<file path="config.mk">
export PLATFORM = sky130hd
export DESIGN_NAME = rational_arithmetic_unit
export DESIGN_NICKNAME = d
export VERILOG_FILES = /design/src/rtl/rau_pkg.sv /design/src/rtl/rational_arithmetic_unit.sv
export SDC_FILE = /design/constraint.sdc
export NUM_CORES = 2
export LEC_CHECK = 0
export BUFFER_PORTS_ARGS = -buffer_cell sky130_fd_sc_hd__buf_4
export CAP_MARGIN = 10
export CORE_ASPECT_RATIO = 1.5
export CORE_MARGIN = 2
export CORE_UTILIZATION = 55
export DETAILED_ROUTE_END_ITERATION = 8
export HOLD_SLACK_MARGIN = 0.05
export PLACE_DENSITY = 0.72
export SYNTH_ARGS = -nofsm -noshare
export SYNTH_HDL_FRONTEND = slang
export SYNTH_SLANG_ARGS = --single-unit
</file>
<file path="constraint.sdc">
create_clock -name clk -period 11.35 [get_ports clk]
set_clock_uncertainty 0.15 [all_clocks]
set_input_delay 2.27 -clock clk [delete_from_list [all_inputs] [get_ports clk]]
set_output_delay 2.27 -clock clk [all_outputs]
set_load 0.005 [all_outputs]
</file>
<file path="src/rtl/rau_pkg.sv">
// ----------------------------------------------------------------------------
// Rational arithmetic unit package
// Widths, command and error codes, and sequencer types that the unit uses.
// ----------------------------------------------------------------------------
package rau_pkg;

  localparam int OPERAND_BITS = 16;
  localparam int MAG_W        = OPERAND_BITS;
  localparam int RED_W        = 2 * OPERAND_BITS;
  localparam int CNT_W        = $clog2(RED_W);
  localparam int NUM_W        = 33;
  localparam int DEN_W        = 31;
  localparam int IN_W         = 3 + 4 * 16;
  localparam int IN_BYTES_W   = ((IN_W + 7) / 8) * 8;
  localparam int OUT_W        = NUM_W + DEN_W + 1 + 2;
  localparam int OUT_BYTES_W  = ((OUT_W + 7) / 8) * 8;

  typedef enum logic [2:0] {
    CMD_ADD     = 3'd0,
    CMD_SUB     = 3'd1,
    CMD_MUL     = 3'd2,
    CMD_DIV     = 3'd3,
    CMD_COMPARE = 3'd4
  } cmd_t;

  typedef enum logic [1:0] {
    ERR_OK      = 2'd0,
    ERR_DEN_ZERO = 2'd1,
    ERR_DIV_ZERO = 2'd2
  } err_t;

  typedef enum logic [2:0] {
    S_IDLE,
    S_CHECK,
    S_GCD,
    S_DIVN,
    S_DIVD,
    S_MUL,
    S_COMB,
    S_OUT
  } state_t;

  typedef enum logic [1:0] {
    PH_A,
    PH_B,
    PH_R
  } phase_t;

  typedef struct packed {
    logic             neg;
    logic [RED_W-1:0] mag;
  } signed_mag_t;

endpackage

</file>
<file path="src/rtl/rational_arithmetic_unit.sv">
// ----------------------------------------------------------------------------
// Rational arithmetic unit
// Adds, subtracts, multiplies, divides or compares two fractions and returns
// the result reduced to lowest terms, with a less-than flag and an error code.
// ----------------------------------------------------------------------------
// Sequence: add, subtract, multiply and divide run three binary gcds (one compare/subtract
// or shift per cycle), six 32-bit restoring divisions, four products and the combine step.
// Compare, the unused command codes and division by zero skip the result gcd and its two
// divisions. An operand with a zero denominator goes from the check straight to output.
// Throughput: one item at a time; s_tready is high only while idle.
// Reset: rst (synchronous, active high) returns the sequencer to idle and
// drops m_tvalid; datapath registers are not reset.
module rational_arithmetic_unit
  import rau_pkg::*;
(
  input  logic                   clk,
  input  logic                   rst,
  input  logic                   s_tvalid,
  output logic                   s_tready,
  // command[2:0], a_num[18:3], a_den[34:19], b_num[50:35], b_den[66:51], zero pad
  input  logic [IN_BYTES_W-1:0]  s_tdata,
  output logic                   m_tvalid,
  input  logic                   m_tready,
  // result_num[32:0], result_den[63:33], a_less_than_b[64], error_code[66:65],
  // zero pad
  output logic [OUT_BYTES_W-1:0] m_tdata
);

  state_t state, state_next;
  phase_t phase;
  cmd_t   cmd;

  // Split operand magnitudes and signs, captured at input acceptance.
  logic [MAG_W-1:0] an, ad, bn, bd;
  logic             an_s, ad_s, bn_s, bd_s;

  // Normalized operands.
  logic [MAG_W-1:0] a_n, a_d, b_n, b_d;
  logic             a_neg, b_neg;

  // Products from the shared multiplier.
  logic [RED_W-1:0] p, q, n2, dp;
  logic [1:0]       mul_idx;

  // Reduction operand and gcd working registers.
  logic             red_neg;
  logic [RED_W-1:0] red_n, red_d;
  logic [RED_W-1:0] u, v, g;
  logic [CNT_W-1:0] k;

  // Restoring divider registers.
  logic [RED_W-1:0] rem, dvd, quo, qn;
  logic [CNT_W-1:0] bit_cnt;

  // Result registers.
  logic [NUM_W-1:0] out_num;
  logic [DEN_W-1:0] out_den;
  logic             out_less;
  err_t             out_err;

  // Shared subtractor: gcd compare/subtract and divider trial subtract.
  logic [RED_W:0]   alu_x, alu_y, alu_d;
  logic             borrow;

  logic [RED_W-1:0] quo_next;
  logic             div_last;

  logic [MAG_W-1:0] mul_x, mul_y;
  logic [RED_W-1:0] prod;

  signed_mag_t      diff_r, sum_r;
  logic             diff_yneg;

  // Sign-magnitude conversion of the wide quotient for the output field.
  logic [RED_W+NUM_W-1:0] num_ext, num_neg;
  logic [RED_W+DEN_W-1:0] den_ext;

  function automatic logic [MAG_W-1:0] mag_of(input logic [15:0] raw);
    logic [MAG_W-1:0] v_l;
    v_l = raw[MAG_W-1:0];
    return v_l[MAG_W-1] ? (~v_l + 1'b1) : v_l;
  endfunction

  // Signed sum of two nonnegative products x and y with signs xn and yn.
  function automatic signed_mag_t combine(input logic [RED_W-1:0] x,
                                          input logic [RED_W-1:0] y,
                                          input logic xn, input logic yn);
    signed_mag_t r;
    if (xn == yn) begin
      r.mag = x + y;
      r.neg = xn;
    end else if (x >= y) begin
      r.mag = x - y;
      r.neg = xn;
    end else begin
      r.mag = y - x;
      r.neg = yn;
    end
    r.neg = r.neg && (r.mag != '0);
    return r;
  endfunction

  assign s_tready = (state == S_IDLE);
  assign m_tvalid = (state == S_OUT);

  always_comb begin
    m_tdata = '0;
    m_tdata[NUM_W-1:0]              = out_num;
    m_tdata[NUM_W+DEN_W-1:NUM_W]    = out_den;
    m_tdata[NUM_W+DEN_W]            = out_less;
    m_tdata[NUM_W+DEN_W+2:NUM_W+DEN_W+1] = out_err;
  end

  always_comb begin
    if (state == S_GCD) begin
      alu_x = {1'b0, u};
      alu_y = {1'b0, v};
    end else begin
      alu_x = {rem, dvd[RED_W-1]};
      alu_y = {1'b0, g};
    end
    alu_d  = alu_x - alu_y;
    borrow = alu_d[RED_W];
  end

  assign quo_next = {quo[RED_W-2:0], ~borrow};
  assign div_last = (bit_cnt == CNT_W'(RED_W - 1));

  always_comb begin
    case (mul_idx)
      2'd0: begin mul_x = a_n; mul_y = b_d; end
      2'd1: begin mul_x = b_n; mul_y = a_d; end
      2'd2: begin mul_x = a_n; mul_y = b_n; end
      default: begin mul_x = a_d; mul_y = b_d; end
    endcase
    prod = mul_x * mul_y;
  end

  // Difference uses -b; its sign is set only for a nonzero b.
  assign diff_yneg = (b_n != '0) && !b_neg;
  assign diff_r    = combine(p, q, a_neg, diff_yneg);
  assign sum_r     = combine(p, q, a_neg, b_neg);

  assign num_ext = {{NUM_W{1'b0}}, qn};
  assign num_neg = red_neg ? (~num_ext + 1'b1) : num_ext;
  assign den_ext = {{DEN_W{1'b0}}, quo_next};

  always_ff @(posedge clk) begin
    if (rst) begin
      state <= S_IDLE;
    end else begin
      state <= state_next;
    end
  end

  always_comb begin
    state_next = state;
    case (state)
      S_IDLE:  if (s_tvalid) state_next = S_CHECK;
      S_CHECK: state_next = (ad == '0 || bd == '0) ? S_OUT : S_GCD;
      S_GCD:   if (u == '0) state_next = S_DIVN;
      S_DIVN:  if (div_last) state_next = S_DIVD;
      S_DIVD: begin
        if (div_last) begin
          state_next = (phase == PH_A) ? S_GCD :
                       (phase == PH_B) ? S_MUL : S_OUT;
        end
      end
      S_MUL:   if (mul_idx == 2'd3) state_next = S_COMB;
      S_COMB: begin
        case (cmd)
          CMD_ADD, CMD_SUB, CMD_MUL: state_next = S_GCD;
          CMD_DIV: state_next = (b_n == '0) ? S_OUT : S_GCD;
          default: state_next = S_OUT;
        endcase
      end
      S_OUT:   if (m_tready) state_next = S_IDLE;
      default: state_next = S_IDLE;
    endcase
  end

  always_ff @(posedge clk) begin
    case (state)
      S_IDLE: begin
        cmd  <= cmd_t'(s_tdata[2:0]);
        an   <= mag_of(s_tdata[18:3]);
        ad   <= mag_of(s_tdata[34:19]);
        bn   <= mag_of(s_tdata[50:35]);
        bd   <= mag_of(s_tdata[66:51]);
        an_s <= s_tdata[3 + MAG_W - 1];
        ad_s <= s_tdata[19 + MAG_W - 1];
        bn_s <= s_tdata[35 + MAG_W - 1];
        bd_s <= s_tdata[51 + MAG_W - 1];
      end
      S_CHECK: begin
        out_num  <= '0;
        out_den  <= DEN_W'(1);
        out_less <= 1'b0;
        out_err  <= ERR_DEN_ZERO;
        phase    <= PH_A;
        red_neg  <= an_s ^ ad_s;
        red_n    <= RED_W'(an);
        red_d    <= RED_W'(ad);
        u        <= RED_W'(an);
        v        <= RED_W'(ad);
        k        <= '0;
      end
      S_GCD: begin
        if (u == '0) begin
          g       <= v << k;
          rem     <= '0;
          dvd     <= red_n;
          bit_cnt <= '0;
        end else if (!u[0] && !v[0]) begin
          u <= u >> 1;
          v <= v >> 1;
          k <= k + 1'b1;
        end else if (!u[0]) begin
          u <= u >> 1;
        end else if (!v[0]) begin
          v <= v >> 1;
        end else if (borrow) begin
          u <= v;
          v <= u;
        end else begin
          u <= alu_d[RED_W-1:0];
        end
      end
      S_DIVN, S_DIVD: begin
        quo <= quo_next;
        if (div_last) begin
          rem     <= '0;
          bit_cnt <= '0;
          if (state == S_DIVN) begin
            qn  <= quo_next;
            dvd <= red_d;
          end else begin
            case (phase)
              PH_A: begin
                a_n     <= qn[MAG_W-1:0];
                a_d     <= quo_next[MAG_W-1:0];
                a_neg   <= red_neg && (qn != '0);
                phase   <= PH_B;
                red_neg <= bn_s ^ bd_s;
                red_n   <= RED_W'(bn);
                red_d   <= RED_W'(bd);
                u       <= RED_W'(bn);
                v       <= RED_W'(bd);
                k       <= '0;
              end
              PH_B: begin
                b_n     <= qn[MAG_W-1:0];
                b_d     <= quo_next[MAG_W-1:0];
                b_neg   <= red_neg && (qn != '0);
                mul_idx <= 2'd0;
              end
              default: begin
                out_num <= num_neg[NUM_W-1:0];
                out_den <= den_ext[DEN_W-1:0];
              end
            endcase
          end
        end else begin
          rem     <= borrow ? alu_x[RED_W-1:0] : alu_d[RED_W-1:0];
          dvd     <= dvd << 1;
          bit_cnt <= bit_cnt + 1'b1;
        end
      end
      S_MUL: begin
        case (mul_idx)
          2'd0:    p  <= prod;
          2'd1:    q  <= prod;
          2'd2:    n2 <= prod;
          default: dp <= prod;
        endcase
        mul_idx <= mul_idx + 1'b1;
      end
      S_COMB: begin
        out_less <= diff_r.neg;
        // Division by a zero b is the only error left at this point.
        out_err  <= (cmd == CMD_DIV && b_n == '0) ? ERR_DIV_ZERO : ERR_OK;
        out_num  <= '0;
        out_den  <= DEN_W'(1);
        phase    <= PH_R;
        k        <= '0;
        case (cmd)
          CMD_ADD: begin
            red_neg <= sum_r.neg;
            red_n   <= sum_r.mag;
            red_d   <= dp;
            u       <= sum_r.mag;
            v       <= dp;
          end
          CMD_SUB: begin
            red_neg <= diff_r.neg;
            red_n   <= diff_r.mag;
            red_d   <= dp;
            u       <= diff_r.mag;
            v       <= dp;
          end
          CMD_MUL: begin
            red_neg <= a_neg ^ b_neg;
            red_n   <= n2;
            red_d   <= dp;
            u       <= n2;
            v       <= dp;
          end
          CMD_DIV: begin
            red_neg <= a_neg ^ b_neg;
            red_n   <= p;
            red_d   <= q;
            u       <= p;
            v       <= q;
          end
          default: begin
          end
        endcase
      end
      default: begin
      end
    endcase
  end

  // Input and output sides are never open at the same time.
  assert property (@(posedge clk) disable iff (rst) !(s_tready && m_tvalid))
    else $error("input ready while a result is pending");

  // An accepted item always leaves the idle state.
  assert property (@(posedge clk) disable iff (rst)
    (s_tvalid && s_tready) |=> !s_tready)
    else $error("still ready after accepting an item");

  // Error results carry the fraction zero over one.
  assert property (@(posedge clk) disable iff (rst)
    (m_tvalid && out_err != ERR_OK) |-> (out_num == '0 && out_den == DEN_W'(1)))
    else $error("error result with nonzero fraction");

  // The gcd loop never holds a zero denominator-side value.
  assert property (@(posedge clk) disable iff (rst)
    (state == S_GCD) |-> (v != '0))
    else $error("gcd operand collapsed to zero");

endmodule

</file>
==> results by group <==
Run status
  – Run status: complete, no violations

Floorplanning
  – Initial Util: 55.5%
  – Core area: between 80,000 and 90,000 um2
  – Die area: 85,400 um2
  – Io pins: 150
  – Die Wd: 239 um
  – Die H: 357 um
  – FP Rows: 129

Pwr
  – Max VDD drop: 0.000200 V
  – Flop pwr share: around two fifths
  – Clock power frac: 22.0%
  – Leak: 20.5 nW
  – PD cells: about 200 nW/um2
  – Combinational power share: between 30% and 40%
  – Pint: 6.08 mW
  – P_sw: between 3 and 4 mW
  – Sw frac: between 30% and 40%

Drt
  – Antenna Nets Post-Route: 0
  – DRT iter0 DRCs: between 2,000 and 3,000
  – Drt total wl: 136,000 um
  – DRC viols: 0
  – Via count: 35,286
  – Vias per cell: 6.20
  – Drt wl/cell: 23.9 um
  – DR pass1 iterations: 6

STA
  – Max Fclk: between 100 and 150 MHz
  – Setup violations, final: 0
  – Rel. slew slack: 13.9%
  – Unrepaired setup endpoints after global routing: false
  – Final period util: a little over four fifths
  – Slew Limit Fails: 0
  – Final worst slack: 1.88 ns
  – Final Hold Vio Count: 0
  – Sum of negative setup slack: 0 ns
  – Slew of the pin with the lowest slew margin: 1.28 ns
  – Final min period: 9.47 ns

Cells and area
  – Fraction of layout cells with a size suffix above 1: 8.68%
  – Nets: 5,109
  – Area grow syn2layout: 9.49%
  – # fillers: ~6,900
  – Final core utilization: between 60% and 70%
  – Final Non-Filler Cells: 5,694

Worst setup path
  – Crit end category: flip-flop
  – Largest stage delay on the critical path: 0.94 ns
  – Slowest library cell on the worst path: o21ai_1
  – CP Class: reg -> reg
  – Worst-path fanout max: 18
  – Startpoint types: flip-flop
  – CP most frequent cell: fa_1
  – Worst EP arrival: 9.73 ns
  – WP data required: 11.61 ns

Logic synthesis
  – Synth area leader: edfxtp_1
  – Fraction of registers with async set/reset: 0%
  – Cell area after synthesis: 45,700 um2
  – Post-synthesis sequential area ratio: 41.8%
  – Most used flip-flop cell after synthesis: edfxtp_1
  – FF+latch count, synth: approximately 640
  – Number of distinct library cells after synthesis: between 90 and 100
  – Count leader, synth: edfxtp_1
  – EDFF count, synth: 634
  – Syn. warnings: 0
  – Synth Area per Inst: about 10 um2
  – Cells after Synth: roughly 4,600
  – Area contributors post-synth: edfxtp_1 42%, fa_1 8.7%, ha_1 6.7%, nand2_1 4.8%, mux2i_1 4.3%
  – Share of the synthesized area in the top cell type: 41.7%
  – Synth cell count leaders: 634 x edfxtp_1, 581 x nand2_1, 408 x nor2_1

Clock network
  – Post-CTS Setup Repair Bufs: 0
  – CTS Root Cell: clkbuf_16
  – CTS tree: yes
  – CTS Sinks: 637
  – Clock transition at path regs: around 0.060 ns
  – H-tree lvl count: 3
  – Bufs on Longest Clock Path: 3
  – CTS buffer count: 66
  – # resized after CTS: 0
  – Worst skew pair latency: approximately 0.65 ns
  – Hold_buf cts: 0

GRT
  – Initial antenna violation count: 1
  – First-pass GRT wire length: 204,000 um
  – All-layer global routing usage: 31.7%
  – Number of global-route vias before repair: 35,485
  – GRT Residual Overflow: 0
  – Largest net degree at the start of global routing: between 100 and 150

Placement
  – Placed Cells: between 5,000 and 6,000
  – Global placer's final weighted congestion: just under 1
  – Post-DP HPWL: 106,000 um
  – Setup WS pre-CTS: 2.02 ns
  – Port Buffers: 139

Flow run
  – Max Cap Violations: 0

Min path
  – Worst hold path type: reg -> reg
[sequential cells by signal (all words and copies together), names as in the netlist, 31 cells and up]
name and count:
red_d 32, quo 31, dp 32, v 32, out_den 31, g 32
n2 32, out_num 33, p 32, rem 32, u 32, qn 32
red_n 32, dvd 32, q 32
[through the flow]
stage,instance area (um2),power [mW],hold WS (ns)
5_1_grt,50000,10.4,0.277
6_report,50000,9.94,0.273
3_3_place_gp,47800,7.67,0.251
3_5_place_dp,47800,7.75,0.255
4_1_cts,50000,9.92,0.271
2_1_floorplan,45700,6.42,0.250
[cell families after synthesis]
family,count (synthesis),share of synthesized area (%)
xor+xnor,193,3.70
fa+ha+maj,441,15.3
compound gates,1029,14.8
buf+inv,613,5.16
flops,637,41.8
simple gates,1409,13.8
other cells,1,0.00821
mux,229,5.39
[worst max-delay path, delay by kind of cell (launching register included)]
kind                     cells  cell delay (ns)
buffers and inverters        4             0.27
flip-flops                   1             0.44
XOR/XNOR                     1             0.31
AND/OR/NAND/NOR              3             0.84
adder cells (fa/ha/maj)      8             3.99
AO/OA/AOI/OAI               10             3.17
[final timing paths]
kind         startpoint      to  slack (ns)  depth (start not counted)
max          mul_idx[0]   p[30]        1.88                         26
min             quo[30]  qn[31]        0.27                          0
max reg2reg  mul_idx[0]   p[30]        1.88                         26
min reg2reg     quo[30]  qn[31]        0.27                          0
[per-layer routing]
metal | wire length (um) | global-route usage (%) | vias to the layer above | share of wire, %
li1 | - | - | 16263 | -
met1 | 48800 | 34.3 | 17321 | 36
met2 | 71400 | 58.2 | 1283 | 52
met3 | 6490 | 3.50 | 419 | 4.8
met4 | 9720 | 20.8 | 0 | 7.1
met5 | 0 | 0 | - | 0
[cell type report]
type | count | area, um2 | area share (%)
clock buffers | 78 | 1700 | 3.39
diodes | 1 | 2.50 | 0.00501
inverters | 374 | 1400 | 2.81
clock inverters | 43 | 487 | 0.974
flip-flops and latches | 637 | 19100 | 38.2
repair buffers | 207 | 1570 | 3.13
well taps | 1048 | 1310 | 2.62
multi-input cells | 3306 | 24400 | 48.9
[power groups by stage]
stage	Clock [mW]	Combinational, mW	Sequential (mW)
after floorplan	0	2.65	3.77
after global placement	0	3.75	3.93
after detailed placement	0	3.81	3.94
after CTS	2.21	3.83	3.89
after global routing	2.29	4.19	3.94
final	2.18	3.85	3.90
[cell usage in the layout (no fill, tap or decap), types with 150 or more instances in the layout]
master	count
a21oi_1	315
inv_1	366
mux2i_1	197
buf_4	206
edfxtp_1	634
nand2_1	581
fa_1	198
nor2_1	405
o21ai_0	150
ha_1	242
No activity file was read; power rests on OpenSTA's default activity.
